File: config.mk
export PLATFORM = sky130hd
export DESIGN_NAME = mips_decode_execute_unit_top
export DESIGN_NICKNAME = d
export VERILOG_FILES = /design/src/hw/rtl/mde_pkg.sv /design/src/hw/rtl/mips_decode_execute_unit_top.sv /design/src/hw/rtl/mde_front.sv /design/src/hw/rtl/mde_queue.sv /design/src/hw/rtl/mde_exec.sv
export SDC_FILE = /design/constraint.sdc
export NUM_CORES = 2
export LEC_CHECK = 0
export ABC_AREA = 1
export BUFFER_PORTS_ARGS = -buffer_cell sky130_fd_sc_hd__buf_2
export CAP_MARGIN = 10
export CORE_UTILIZATION = 30
export DETAILED_ROUTE_END_ITERATION = 12
export HOLD_SLACK_MARGIN = 0.12
export RECOVER_POWER = 50
export SLEW_MARGIN = 10
export SYNTH_ARGS = -nofsm -noshare
export SYNTH_HDL_FRONTEND = slang
export SYNTH_SLANG_ARGS = --single-unit
export TNS_END_PERCENT = 20
File: constraint.sdc
create_clock -name clock -period 10.87 [get_ports clock]
set_input_delay 0 -clock clock [delete_from_list [all_inputs] [get_ports clock]]
set_output_delay 0 -clock clock [all_outputs]
set_load 0.01 [all_outputs]
File: src/hw/rtl/mde_pkg.sv
// types and constants shared by the decode/execute unit
`timescale 1ns / 1ps
package mde_pkg;

   localparam int ReqWidth = 136;
   localparam int RspWidth = 144;
   localparam int CntWidth = 6;

   localparam logic [5:0] OPC_SPECIAL = 6'h00;
   localparam logic [5:0] OPC_REGIMM  = 6'h01;
   localparam logic [5:0] OPC_J       = 6'h02;
   localparam logic [5:0] OPC_JAL     = 6'h03;
   localparam logic [5:0] OPC_BEQ     = 6'h04;
   localparam logic [5:0] OPC_BNE     = 6'h05;
   localparam logic [5:0] OPC_BLEZ    = 6'h06;
   localparam logic [5:0] OPC_BGTZ    = 6'h07;
   localparam logic [5:0] OPC_ADDI    = 6'h08;
   localparam logic [5:0] OPC_ADDIU   = 6'h09;
   localparam logic [5:0] OPC_SLTI    = 6'h0A;
   localparam logic [5:0] OPC_SLTIU   = 6'h0B;
   localparam logic [5:0] OPC_ANDI    = 6'h0C;
   localparam logic [5:0] OPC_ORI     = 6'h0D;
   localparam logic [5:0] OPC_XORI    = 6'h0E;
   localparam logic [5:0] OPC_LUI     = 6'h0F;
   localparam logic [5:0] OPC_LB      = 6'h20;
   localparam logic [5:0] OPC_LH      = 6'h21;
   localparam logic [5:0] OPC_LW      = 6'h23;
   localparam logic [5:0] OPC_LBU     = 6'h24;
   localparam logic [5:0] OPC_LHU     = 6'h25;
   localparam logic [5:0] OPC_SB      = 6'h28;
   localparam logic [5:0] OPC_SH      = 6'h29;
   localparam logic [5:0] OPC_SW      = 6'h2B;

   localparam logic [5:0] FN_SLL     = 6'h00;
   localparam logic [5:0] FN_SRL     = 6'h02;
   localparam logic [5:0] FN_SRA     = 6'h03;
   localparam logic [5:0] FN_SLLV    = 6'h04;
   localparam logic [5:0] FN_SRLV    = 6'h06;
   localparam logic [5:0] FN_SRAV    = 6'h07;
   localparam logic [5:0] FN_JR      = 6'h08;
   localparam logic [5:0] FN_JALR    = 6'h09;
   localparam logic [5:0] FN_SYSCALL = 6'h0C;
   localparam logic [5:0] FN_MFHI    = 6'h10;
   localparam logic [5:0] FN_MTHI    = 6'h11;
   localparam logic [5:0] FN_MFLO    = 6'h12;
   localparam logic [5:0] FN_MTLO    = 6'h13;
   localparam logic [5:0] FN_MULT    = 6'h18;
   localparam logic [5:0] FN_MULTU   = 6'h19;
   localparam logic [5:0] FN_DIV     = 6'h1A;
   localparam logic [5:0] FN_DIVU    = 6'h1B;
   localparam logic [5:0] FN_ADD     = 6'h20;
   localparam logic [5:0] FN_ADDU    = 6'h21;
   localparam logic [5:0] FN_SUB     = 6'h22;
   localparam logic [5:0] FN_SUBU    = 6'h23;
   localparam logic [5:0] FN_AND     = 6'h24;
   localparam logic [5:0] FN_OR      = 6'h25;
   localparam logic [5:0] FN_XOR     = 6'h26;
   localparam logic [5:0] FN_NOR     = 6'h27;
   localparam logic [5:0] FN_SLT     = 6'h2A;
   localparam logic [5:0] FN_SLTU    = 6'h2B;

   localparam logic [4:0] RI_BLTZ   = 5'h00;
   localparam logic [4:0] RI_BGEZ   = 5'h01;
   localparam logic [4:0] RI_BLTZAL = 5'h10;
   localparam logic [4:0] RI_BGEZAL = 5'h11;

   localparam logic [4:0] REG_RA = 5'd31;
   localparam logic [31:0] SYS_EXIT = 32'hA;

   localparam logic [3:0] MK_NONE = 4'd0;
   localparam logic [3:0] MK_LW   = 4'd1;
   localparam logic [3:0] MK_LH   = 4'd2;
   localparam logic [3:0] MK_LHU  = 4'd3;
   localparam logic [3:0] MK_LB   = 4'd4;
   localparam logic [3:0] MK_LBU  = 4'd5;
   localparam logic [3:0] MK_SW   = 4'd6;
   localparam logic [3:0] MK_SH   = 4'd7;
   localparam logic [3:0] MK_SB   = 4'd8;

   typedef struct packed {
      logic        is_instr;
      logic [31:0] pc;
      logic [31:0] iw;
      logic [31:0] a;
      logic [31:0] b;
      logic [31:0] pc4;
      logic [31:0] simm;
      logic [31:0] btarg;
      logic [31:0] jtarg;
      logic [3:0]  kind;
   } dec_type;

   typedef struct packed {
      logic        halt;
      logic        retry;
      logic [3:0]  kind;
      logic [31:0] sdata;
      logic [31:0] addr;
      logic [31:0] target;
      logic        taken;
      logic        wr;
      logic [4:0]  dst;
      logic [31:0] res;
   } rsp_type;

endpackage

File: src/hw/rtl/mips_decode_execute_unit_top.sv
// top level of the mips32 decode/execute unit
//
// req channel carries one item per transfer: a bubble (op = 0) or an
// instruction with pc and the two source register values. each
// instruction gives exactly one rsp transfer; a bubble gives none but
// still ticks the hi/lo busy counter.
// rsp_tvalid rises once the req item has passed the queue entry and then
// the back-end output register.
// throughput: one item per cycle for plain instructions while rsp is not
// stalled; mult/multu hold the back end for the registered product, and
// div/divu hold it for the one-bit-per-cycle divider.
// a two-entry queue lets req keep flowing while the back end is busy;
// when rsp is stalled the output register holds and the queue fills,
// then req_tready drops.
// reset clears hi, lo, the busy counter, the queue and rsp_tvalid.
`timescale 1ns / 1ps
module mips_decode_execute_unit_top #(
   parameter int MUL_LATENCY = 4,
   parameter int DIV_LATENCY = 32
) (
   input  logic                         clock,
   input  logic                         reset,
   input  logic                         req_tvalid,
   output logic                         req_tready,
   // op, pc, instr_word, src1_value, src2_value
   input  logic [mde_pkg::ReqWidth-1:0] req_tdata,
   output logic                         rsp_tvalid,
   input  logic                         rsp_tready,
   // result_value, write_reg, write_enable, jump_taken, branch_target,
   // mem_address, store_data, mem_kind, retry, halt
   output logic [mde_pkg::RspWidth-1:0] rsp_tdata
);
   import mde_pkg::*;

   logic    push, q_full, q_not_empty, pop;
   dec_type push_item, head;

   mde_front u_front (
      .req_tvalid(req_tvalid), .req_tready(req_tready), .req_tdata(req_tdata),
      .push(push), .push_item(push_item), .q_full(q_full)
   );

   mde_queue u_queue (
      .clock(clock), .reset(reset), .push(push), .push_item(push_item),
      .full(q_full), .pop(pop), .not_empty(q_not_empty), .head(head)
   );

   mde_exec #(.MUL_LATENCY(MUL_LATENCY), .DIV_LATENCY(DIV_LATENCY)) u_exec (
      .clock(clock), .reset(reset), .q_not_empty(q_not_empty), .head(head),
      .pop(pop), .rsp_tvalid(rsp_tvalid), .rsp_tready(rsp_tready),
      .rsp_tdata(rsp_tdata)
   );
endmodule

File: src/hw/rtl/mde_front.sv
// front end: accepts items and precomputes decode fields
`timescale 1ns / 1ps
module mde_front (
   input  logic                           req_tvalid,
   output logic                           req_tready,
   input  logic [mde_pkg::ReqWidth-1:0]   req_tdata,
   output logic                           push,
   output mde_pkg::dec_type               push_item,
   input  logic                           q_full
);
   import mde_pkg::*;

   logic [31:0] iw;
   logic [15:0] imm;

   assign iw  = req_tdata[64:33];
   assign imm = iw[15:0];
   assign req_tready = !q_full;
   assign push = req_tvalid && !q_full;

   always_comb begin
      push_item.is_instr = req_tdata[0];
      push_item.pc       = req_tdata[32:1];
      push_item.iw       = iw;
      push_item.a        = req_tdata[96:65];
      push_item.b        = req_tdata[128:97];
      push_item.pc4      = req_tdata[32:1] + 32'd4;
      push_item.simm     = {{16{imm[15]}}, imm};
      push_item.btarg    = req_tdata[32:1] + 32'd4 + {{14{imm[15]}}, imm, 2'b00};
      push_item.jtarg    = {req_tdata[32:29], iw[25:0], 2'b00};
      case (iw[31:26])
         OPC_LW:  push_item.kind = MK_LW;
         OPC_LH:  push_item.kind = MK_LH;
         OPC_LHU: push_item.kind = MK_LHU;
         OPC_LB:  push_item.kind = MK_LB;
         OPC_LBU: push_item.kind = MK_LBU;
         OPC_SW:  push_item.kind = MK_SW;
         OPC_SH:  push_item.kind = MK_SH;
         OPC_SB:  push_item.kind = MK_SB;
         default: push_item.kind = MK_NONE;
      endcase
   end
endmodule

File: src/hw/rtl/mde_queue.sv
// two-entry queue between front and back end
`timescale 1ns / 1ps
module mde_queue (
   input  logic             clock,
   input  logic             reset,
   input  logic             push,
   input  mde_pkg::dec_type push_item,
   output logic             full,
   input  logic             pop,
   output logic             not_empty,
   output mde_pkg::dec_type head
);
   import mde_pkg::*;

   dec_type     mem_ff [2];
   logic        wp_ff, wp_in, rp_ff, rp_in;
   logic [1:0]  cnt_ff, cnt_in;

   assign full      = cnt_ff == 2'd2;
   assign not_empty = cnt_ff != 2'd0;
   assign head      = mem_ff[rp_ff];

   always_comb begin
      wp_in  = push ? !wp_ff : wp_ff;
      rp_in  = pop ? !rp_ff : rp_ff;
      cnt_in = cnt_ff + 2'(push) - 2'(pop);
   end

   always_ff @(posedge clock) begin
      if (reset) begin
         wp_ff  <= 1'b0;
         rp_ff  <= 1'b0;
         cnt_ff <= 2'd0;
      end else begin
         wp_ff  <= wp_in;
         rp_ff  <= rp_in;
         cnt_ff <= cnt_in;
      end
      if (push) mem_ff[wp_ff] <= push_item;
   end
endmodule

File: src/hw/rtl/mde_exec.sv
// back end: executes items, holds hi/lo, busy counter, multiplier and divider
`timescale 1ns / 1ps
module mde_exec #(
   parameter int MUL_LATENCY = 4,
   parameter int DIV_LATENCY = 32
) (
   input  logic                         clock,
   input  logic                         reset,
   input  logic                         q_not_empty,
   input  mde_pkg::dec_type             head,
   output logic                         pop,
   output logic                         rsp_tvalid,
   input  logic                         rsp_tready,
   output logic [mde_pkg::RspWidth-1:0] rsp_tdata
);
   import mde_pkg::*;

   localparam logic [1:0] S_IDLE = 2'd0;
   localparam logic [1:0] S_MUL  = 2'd1;
   localparam logic [1:0] S_DIV  = 2'd2;
   localparam logic [1:0] S_DFIN = 2'd3;

   logic [1:0]          st_ff, st_in;
   logic [31:0]         hi_ff, hi_in, lo_ff, lo_in;
   logic [CntWidth-1:0] cnt_ff, cnt_in, cnt_dec;
   logic [63:0]         prod_ff, prod_in;
   logic [31:0]         rem_ff, rem_in, quo_ff, quo_in, dvs_ff, dvs_in;
   logic [4:0]          step_ff, step_in;
   logic                negq_ff, negq_in, negr_ff, negr_in, dz_ff, dz_in;
   logic                vld_ff, vld_in;
   rsp_type             out_ff, out_in, r;
   logic                slot_free, busy, sgn;
   logic [5:0]          opc, fn;
   logic [4:0]          rt, rd, sh;
   logic [31:0]         a, b, amag, bmag;
   logic [65:0]         prod_full;
   logic [32:0]         sh_rem, diff;

   assign opc = head.iw[31:26];
   assign fn  = head.iw[5:0];
   assign rt  = head.iw[20:16];
   assign rd  = head.iw[15:11];
   assign sh  = head.iw[10:6];
   assign a   = head.a;
   assign b   = head.b;
   assign slot_free = !vld_ff || rsp_tready;
   assign pop = (st_ff == S_IDLE) && q_not_empty && (!head.is_instr || slot_free);
   assign cnt_dec = (cnt_ff != '0) ? cnt_ff - 1'b1 : cnt_ff;
   assign busy = cnt_dec != '0;
   assign sgn = fn == FN_MULT || fn == FN_DIV;
   assign amag = (sgn && a[31]) ? 32'd0 - a : a;
   assign bmag = (sgn && b[31]) ? 32'd0 - b : b;
   assign prod_full = $signed({sgn & a[31], a}) * $signed({sgn & b[31], b});
   assign sh_rem = {rem_ff, quo_ff[31]};
   assign diff = sh_rem - {1'b0, dvs_ff};

   always_comb begin
      r = '0;
      hi_in = hi_ff;
      lo_in = lo_ff;
      cnt_in = cnt_ff;
      st_in = st_ff;
      prod_in = prod_ff;
      rem_in = rem_ff;
      quo_in = quo_ff;
      dvs_in = dvs_ff;
      step_in = step_ff;
      negq_in = negq_ff;
      negr_in = negr_ff;
      dz_in = dz_ff;
      case (st_ff)
         S_MUL: begin
            hi_in = prod_ff[63:32];
            lo_in = prod_ff[31:0];
            st_in = S_IDLE;
         end
         S_DIV: begin
            if (!diff[32]) begin
               rem_in = diff[31:0];
               quo_in = {quo_ff[30:0], 1'b1};
            end else begin
               rem_in = sh_rem[31:0];
               quo_in = {quo_ff[30:0], 1'b0};
            end
            step_in = step_ff + 1'b1;
            if (step_ff == 5'd31) st_in = S_DFIN;
         end
         S_DFIN: begin
            lo_in = dz_ff ? 32'd0 : (negq_ff ? 32'd0 - quo_ff : quo_ff);
            hi_in = dz_ff ? 32'd0 : (negr_ff ? 32'd0 - rem_ff : rem_ff);
            st_in = S_IDLE;
         end
         default: begin
            if (pop) begin
               cnt_in = cnt_dec;
               if (head.is_instr) begin
                  case (opc)
                     OPC_SPECIAL: begin
                        case (fn)
                           FN_SLL: begin r.res = b << sh; r.dst = rd; r.wr = 1'b1; end
                           FN_SRL: begin r.res = b >> sh; r.dst = rd; r.wr = 1'b1; end
                           FN_SRA: begin
                              r.res = $unsigned($signed(b) >>> sh); r.dst = rd; r.wr = 1'b1;
                           end
                           FN_SLLV: begin r.res = b << a[4:0]; r.dst = rd; r.wr = 1'b1; end
                           FN_SRLV: begin r.res = b >> a[4:0]; r.dst = rd; r.wr = 1'b1; end
                           FN_SRAV: begin
                              r.res = $unsigned($signed(b) >>> a[4:0]); r.dst = rd;
                              r.wr = 1'b1;
                           end
                           FN_JR: begin r.taken = 1'b1; r.target = a; end
                           FN_JALR: begin
                              r.taken = 1'b1; r.target = a; r.res = head.pc4; r.dst = rd;
                              r.wr = 1'b1;
                           end
                           FN_SYSCALL: r.halt = a == SYS_EXIT;
                           FN_MFHI: begin
                              if (busy) r.retry = 1'b1;
                              else begin r.res = hi_ff; r.dst = rd; r.wr = 1'b1; end
                           end
                           FN_MFLO: begin
                              if (busy) r.retry = 1'b1;
                              else begin r.res = lo_ff; r.dst = rd; r.wr = 1'b1; end
                           end
                           FN_MTHI: begin
                              if (busy) r.retry = 1'b1;
                              else hi_in = a;
                           end
                           FN_MTLO: begin
                              if (busy) r.retry = 1'b1;
                              else lo_in = a;
                           end
                           FN_MULT, FN_MULTU: begin
                              prod_in = prod_full[63:0];
                              cnt_in = CntWidth'(MUL_LATENCY);
                              st_in = S_MUL;
                           end
                           FN_DIV, FN_DIVU: begin
                              rem_in = '0;
                              quo_in = amag;
                              dvs_in = bmag;
                              step_in = '0;
                              negq_in = sgn && (a[31] ^ b[31]);
                              negr_in = sgn && a[31];
                              dz_in = b == 32'd0;
                              cnt_in = CntWidth'(DIV_LATENCY);
                              st_in = S_DIV;
                           end
                           FN_ADD, FN_ADDU: begin r.res = a + b; r.dst = rd; r.wr = 1'b1; end
                           FN_SUB, FN_SUBU: begin r.res = a - b; r.dst = rd; r.wr = 1'b1; end
                           FN_AND: begin r.res = a & b; r.dst = rd; r.wr = 1'b1; end
                           FN_OR:  begin r.res = a | b; r.dst = rd; r.wr = 1'b1; end
                           FN_XOR: begin r.res = a ^ b; r.dst = rd; r.wr = 1'b1; end
                           FN_NOR: begin r.res = ~(a | b); r.dst = rd; r.wr = 1'b1; end
                           FN_SLT: begin
                              r.res = {31'd0, $signed(a) < $signed(b)}; r.dst = rd;
                              r.wr = 1'b1;
                           end
                           FN_SLTU: begin r.res = {31'd0, a < b}; r.dst = rd; r.wr = 1'b1; end
                           default: r = '0;
                        endcase
                     end
                     OPC_REGIMM: begin
                        if (rt == RI_BLTZ || rt == RI_BLTZAL) r.taken = a[31];
                        else if (rt == RI_BGEZ || rt == RI_BGEZAL) r.taken = !a[31];
                        if (rt == RI_BLTZAL || rt == RI_BGEZAL) begin
                           r.res = head.pc4; r.dst = REG_RA; r.wr = 1'b1;
                        end
                        r.target = head.btarg;
                     end
                     OPC_JAL: begin
                        r.res = head.pc4; r.dst = REG_RA; r.wr = 1'b1;
                        r.taken = 1'b1; r.target = head.jtarg;
                     end
                     OPC_J: begin r.taken = 1'b1; r.target = head.jtarg; end
                     OPC_BEQ: begin r.taken = a == b; r.target = head.btarg; end
                     OPC_BNE: begin r.taken = a != b; r.target = head.btarg; end
                     OPC_BLEZ: begin
                        r.taken = a[31] || a == 32'd0; r.target = head.btarg;
                     end
                     OPC_BGTZ: begin
                        r.taken = !a[31] && a != 32'd0; r.target = head.btarg;
                     end
                     OPC_ADDI, OPC_ADDIU: begin
                        r.res = a + head.simm; r.dst = rt; r.wr = 1'b1;
                     end
                     OPC_SLTI: begin
                        r.res = {31'd0, $signed(a) < $signed(head.simm)}; r.dst = rt;
                        r.wr = 1'b1;
                     end
                     OPC_SLTIU: begin
                        r.res = {31'd0, a < head.simm}; r.dst = rt; r.wr = 1'b1;
                     end
                     OPC_ANDI: begin r.res = a & {16'd0, head.iw[15:0]}; r.dst = rt; r.wr = 1'b1; end
                     OPC_ORI:  begin r.res = a | {16'd0, head.iw[15:0]}; r.dst = rt; r.wr = 1'b1; end
                     OPC_XORI: begin r.res = a ^ {16'd0, head.iw[15:0]}; r.dst = rt; r.wr = 1'b1; end
                     OPC_LUI:  begin r.res = {head.iw[15:0], 16'd0}; r.dst = rt; r.wr = 1'b1; end
                     default: r = '0;
                  endcase
                  if (head.kind != MK_NONE) begin
                     r.kind = head.kind;
                     r.addr = a + head.simm;
                     if (head.kind >= MK_SW) r.sdata = b;
                     else begin r.dst = rt; r.wr = 1'b1; r.res = '0; end
                  end
                  if (!r.wr || r.dst == 5'd0) begin
                     r.wr = 1'b0; r.dst = 5'd0; r.res = '0;
                  end
                  if (!r.taken) r.target = '0;
               end
            end
         end
      endcase
   end

   always_comb begin
      vld_in = (pop && head.is_instr) || (vld_ff && !rsp_tready);
      out_in = (pop && head.is_instr) ? r : out_ff;
   end

   always_ff @(posedge clock) begin
      if (reset) begin
         st_ff  <= S_IDLE;
         cnt_ff <= '0;
         hi_ff  <= '0;
         lo_ff  <= '0;
         vld_ff <= 1'b0;
      end else begin
         st_ff  <= st_in;
         cnt_ff <= cnt_in;
         hi_ff  <= hi_in;
         lo_ff  <= lo_in;
         vld_ff <= vld_in;
      end
      out_ff  <= out_in;
      prod_ff <= prod_in;
      rem_ff  <= rem_in;
      quo_ff  <= quo_in;
      dvs_ff  <= dvs_in;
      step_ff <= step_in;
      negq_ff <= negq_in;
      negr_ff <= negr_in;
      dz_ff   <= dz_in;
   end

   assign rsp_tvalid = vld_ff;
   assign rsp_tdata  = {3'd0, out_ff};
endmodule

Word level (Yosys, flattened, before mapping). Memories as Yosys holds them, arrays and structs flattened. A register that Yosys moved wholly into a read port is not among the register bits. Cells that the tools add are included.

Magnitude comparators: 5. Multiply operators: 1. Multiplexer cells: 69. Reduce and logical (&&, ||, !) cells: 73. Shifts and indexed selects: 6. $add $sub $neg: 14. Bitwise logic cells: 19. Eq/ne operators: 62.

Operators with widths (number): 32-bit two-way mux (25); 38-bit case mux with 17 select lines (1); 38-bit case mux with 10 select lines (1); 38-bit two-way mux (8); 33-bit case mux with 7 select lines (1); 32-bit case mux with 3 select lines (2); 33-bit two-way mux (4); 32-bit less-than comparator (4); 32-bit case mux with 2 select lines (2); 1-bit by 32-bit subtractor with 32-bit output, first input constant (4); 6-bit == test, second input constant (18); 32-bit adder (3); 68-bit two-way mux (1); 6-bit by 4-bit == test with 1-bit output, second input constant (11); 32-bit logical NOT (2); 33-bit by 33-bit multiplier with 64-bit output (1); 32-bit by 5-bit << shifter with 32-bit output (2); 32-bit by 5-bit right shift with 32-bit output (2); 32-bit by 5-bit >>> shifter with 32-bit output (2); 6-bit by 5-bit == test with 1-bit output, second input constant (8); 6-bit by 3-bit == test with 1-bit output, second input constant (7); 33-bit by 32-bit subtractor with 33-bit output (1); 32-bit by 3-bit adder with 32-bit output, second input constant (1); 32-bit by 16-bit AND with 32-bit output (1); other kinds (54) (137).

Output and inout bits: 146. Memories: 1. Logic and storage cells: 276. Register bits after elaboration: 386. Bits of input ports: 140. Bits in writable memories: 518.

Memories: u_queue.mem_ff (depth 2, width 259, rd ports 1, clocked after Yosys merged registers in 1, write ports 1, RTL line mde_queue.sv:15) `dec_type mem_ff [2];`.

Depth between registers and ports, before layout.
Word-level depth: 14. Depth in mapped cells: 41.

Modules after synthesis. A second synthesis with hierarchy kept.

Cells, all modules: 11732. Area total of the unflattened synthesis: 99142.6 um^2.

Modules (own cells, without submodules): mde_exec (cells each 10144, instances 1, area each 74966.9 um^2); mde_queue (cells each 843, instances 1, area each 19834.0 um^2); mde_front (cells each 745, instances 1, area each 4341.7 um^2).

Worst setup path after synthesis. No wires, ideal clock.

Path kind: register to register. Start point: register (tool-made name). End point: register u_exec.prod_ff[63], data pin. Setup time: 0.263 ns. Path slack: 2.110 ns. Data arrival time: 8.497 ns. Buffers on the path: 6. Stages on the path, launching flop included: 32. Cells stage by stage: dfxtp_1 buf_4 buf_4 buf_6 buf_4 buf_2 nand2_1 nand2_1 buf_1 nand2_1 nor2_1 fa_1 fa_1 fa_1 inv_1 fa_1 inv_1 fa_1 fa_1 inv_1 fa_1 fa_1 inv_1 ha_1 nand2_1 nor2_1 inv_1 nor3_1 nand2_1 o21ai_0 a31oi_1 xor2_1.

RTL lines: end signal: assignment (RTL line mde_exec.sv:236) `prod_ff <= prod_in;`; end: declaration (RTL line mde_exec.sv:26) `logic [63:0] prod_ff, prod_in;`.

==> results.md <==
- Buffers on Ports: 275
- Hold Startpoint: req_tdata[6]
- # setup viols final: 0
- Unrepaired setup endpoints after global routing: false
- Cell count after synthesis: 10700
- Last weighted congestion value of the routability-driven placer: 1.09
- Nets@finish: 12800
- Count of final max-slew check failures: 508
- Predominant post-synthesis flop cell: edfxtp_1
- Number of buffers on the longest clock path: 3
- Number of buffers added by the clock tree synthesis step: 84
- Via count of the first global-routing pass: 80200
- Total overflow reported by the global router: 0
- Antenna violations before repair: 58
- Worst-case reg-to-reg path depth: 31
- Path type of the worst min-delay path: in2reg
- Final hold vios: 0
- Pin count of the biggest net entering global routing: 92
- Average footprint of a synthesized cell: 8.14 um2
- Routed wire length per instance: 28.7 um
- Critical path startpoint category: flop
- Synth cell types: 69
- Number of enable flip-flop cells after synthesis: 643
- Signed area change from the synthesized netlist to the final layout: 13.7%
- Max-Slew Margin vs Limit: -179%
- Time the final worst path needs with I/O delays and setup: 10310 ps
- Skew-Pair Late Insertion Delay: 760 ps
- Floorplan row count: 197
- Violated checks: max-capacitance violations, max-slew violations
- Setup slack on the worst flop-to-flop path: 560 ps
- Final total negative setup slack: 0 ps
- Count of antenna-violating nets left after detailed routing: 0
- Number of warning messages in the yosys log: 0
- Type of the worst setup path: reg2reg
- First drt pass iteration count: 9
- DPL Wire Length: 337000 um
- Floorplan die height: 541 um
- Post-Syn Area: 87200 um2
- Overall die width: 541 um
- # H-tree levels: 3
- # Max-Cap Violations: 12
- Transition time at the pin with the least slew margin: 4190 ps
- Final routed DRC violation total: 0
- Required time at the endpoint of the critical path: 11350 ps
- Drt first-iter violations: 10800
- Worst Hold Path EP: u_queue.mem_ff[0][103]
- Std-Cell Core Area: 289000 um2
- Via-to-Cell Ratio: 5.44
- Worst Skew: 53.8 ps
- IO Count: 286
- Global-route total usage across every layer: 29.1%
- Async set-or-reset flop fraction in the synthesized netlist: 0%
- Arrival time reported for the critical path endpoint: 10790 ps
- Number of instances on the worst hold path: 4
- Critical path endpoint category: flop
- Cell type of the slowest stage on the worst timing path: a21boi_0
- Maximum fanout count along the critical path: 33
- Floorplan die area: 293000 um2
- Destination of the worst register-to-register timing path: u_exec.prod_ff[51]
- Result of the run: complete, but fails checks
- TritonCTS clock tree: built
- Achievable frequency: 0.0970 GHz
- Post-route core utilization: 34.3%
- Cell types occupying the most area after synthesis: fa_1, edfxtp_1, nand2_1, inv_1, ha_1
- Share of Yosys cell area claimed by the top area cell type: 25.9%
- Initial cell density of the core: 30.2%
- Buffer type at the clock tree root: clkbuf_16
- Clock sinks: 721
- #FFs+latches synth: 721
- Final Cycle Share: 94.9%
- WL final: 432000 um
- Max incr delay on CP: 650 ps
- Global-route wire length before repair: 601000 um
- Total number of vias: 82000
- Seq/Total Area, Yosys: 23.9%
- Clock-pin slew on the worst setup and hold paths: 70 ps
- Post-synthesis cell type with the largest combined area: fa_1
- Fraction of final layout cells sized beyond drive strength 1: 6.63%
-- how the worst max path moves through the flow --
stage / start / end / depth (start not counted)
floorplan: flop / u_exec.prod_ff[63] / 31
global placement: flop / u_exec.prod_ff[63] / 33
detailed placement: flop / u_exec.prod_ff[63] / 33
CTS: flop / u_exec.prod_ff[63] / 33
global route: flop / u_exec.prod_ff[63] / 28
finish: flop / u_exec.prod_ff[51] / 31
-- critical path: cells and delay by family, from the launching register on --
family | cells | cell delay (ps)
fa+ha+maj | 9 | 3760
flops | 1 | 520
buf+inv | 6 | 1780
compound gates | 8 | 3150
simple gates | 8 | 710
-- per-stage QoR --
step / worst slack (ps) / hold slack (ps) / area, um2 / instances
2_1_floorplan: 2110 / 98.9 / 87200 / 10700
3_3_place_gp: 726 / 191 / 93700 / 14600
3_5_place_dp: 694 / 192 / 93700 / 14600
4_1_cts: 634 / 124 / 99300 / 15000
5_1_grt: 86.6 / 258 / 99100 / 15000
6_report: 560 / 229 / 99100 / 15100
-- kinds of logic after synthesis --
family / synth area share, %
simple gates: 20.6
flops: 23.9
mux: 0.103
buf+inv: 10.2
xor+xnor: 2.40
fa+ha+maj: 32.6
other cells: 0.00430
compound gates: 10.1
-- layer usage --
layer | wire, um | GRT usage, %
met1 | 160000 | 35.5
met3 | 51800 | 8.58
met2 | 181000 | 43.0
met5 | 211 | 0
met4 | 39100 | 22.1
-- cells in the final DEF, fill, tap and decap left out, drive strengths merged, types with 37 or more instances in the layout --
master	n
o21ai	551
xor2	183
nand4	80
clkbuf	292
o211ai	85
o22ai	49
a21oi	518
nor3	110
a211oi	40
dfxtp	78
buf	346
a221oi	46
ha	464
a31oi	68
dlygate4sd3	252
inv	1806
clkinv	37
or2	107
nand3	671
nor2	1010
fa	1130
edfxtp	643
xnor2	56
nand2	2296
-- final cells by class --
type / count / area [um2]
Clock inverter: 57 / 850
Fill cell: 30400 / 190000
Multi-Input combinational cell: 7676 / 57700
Inverter: 1812 / 6810
Timing Repair Buffer: 790 / 5750
Tap cell: 3880 / 4850
Antenna cell: 31 / 77.6
Clock buffer: 100 / 2200
Sequential cell: 721 / 20900
-- Yosys cell counts (23+ instances only) --
cell type and instances:
o211ai_1 85, nor2_1 993, o21ai_2 35, ha_1 464
inv_1 1734, a221oi_1 46, inv_2 67, o22ai_1 49
buf_2 69, nor4_1 29, dfxtp_1 78, or2_1 34
fa_1 1130, clkbuf_1 323, nand3_1 665, xor2_1 183
nor3_1 104, o21ai_1 60, xnor2_1 56, nand2_1 2286
a31oi_1 68, o21a_1 25, a211oi_1 40, o21ai_0 455
edfxtp_1 643, or2_0 23, nand4_1 80, or2_2 50
a21oi_1 518, buf_1 77
-- flip-flops by register name, indices dropped and copies added (netlist names), 32 cells and up, named ones only --
name / flops
u_exec.prod_ff: 64
u_exec.dvs_ff: 32
u_exec.rsp_tdata: 141
u_exec.quo_ff: 32
u_exec.lo_ff: 32
u_exec.rem_ff: 32
u_queue.mem_ff: 334
u_exec.hi_ff: 32
-- repair_timing --
item                       CTS  global route
hold endpoints to repair   358             0
setup endpoints to repair    0             1
resized for setup            0             1
hold buffers               252             0
setup buffers                0             1
Power is not shown: default switching activity piles up to over one toggle a cycle in this logic, so the estimate is an artifact.
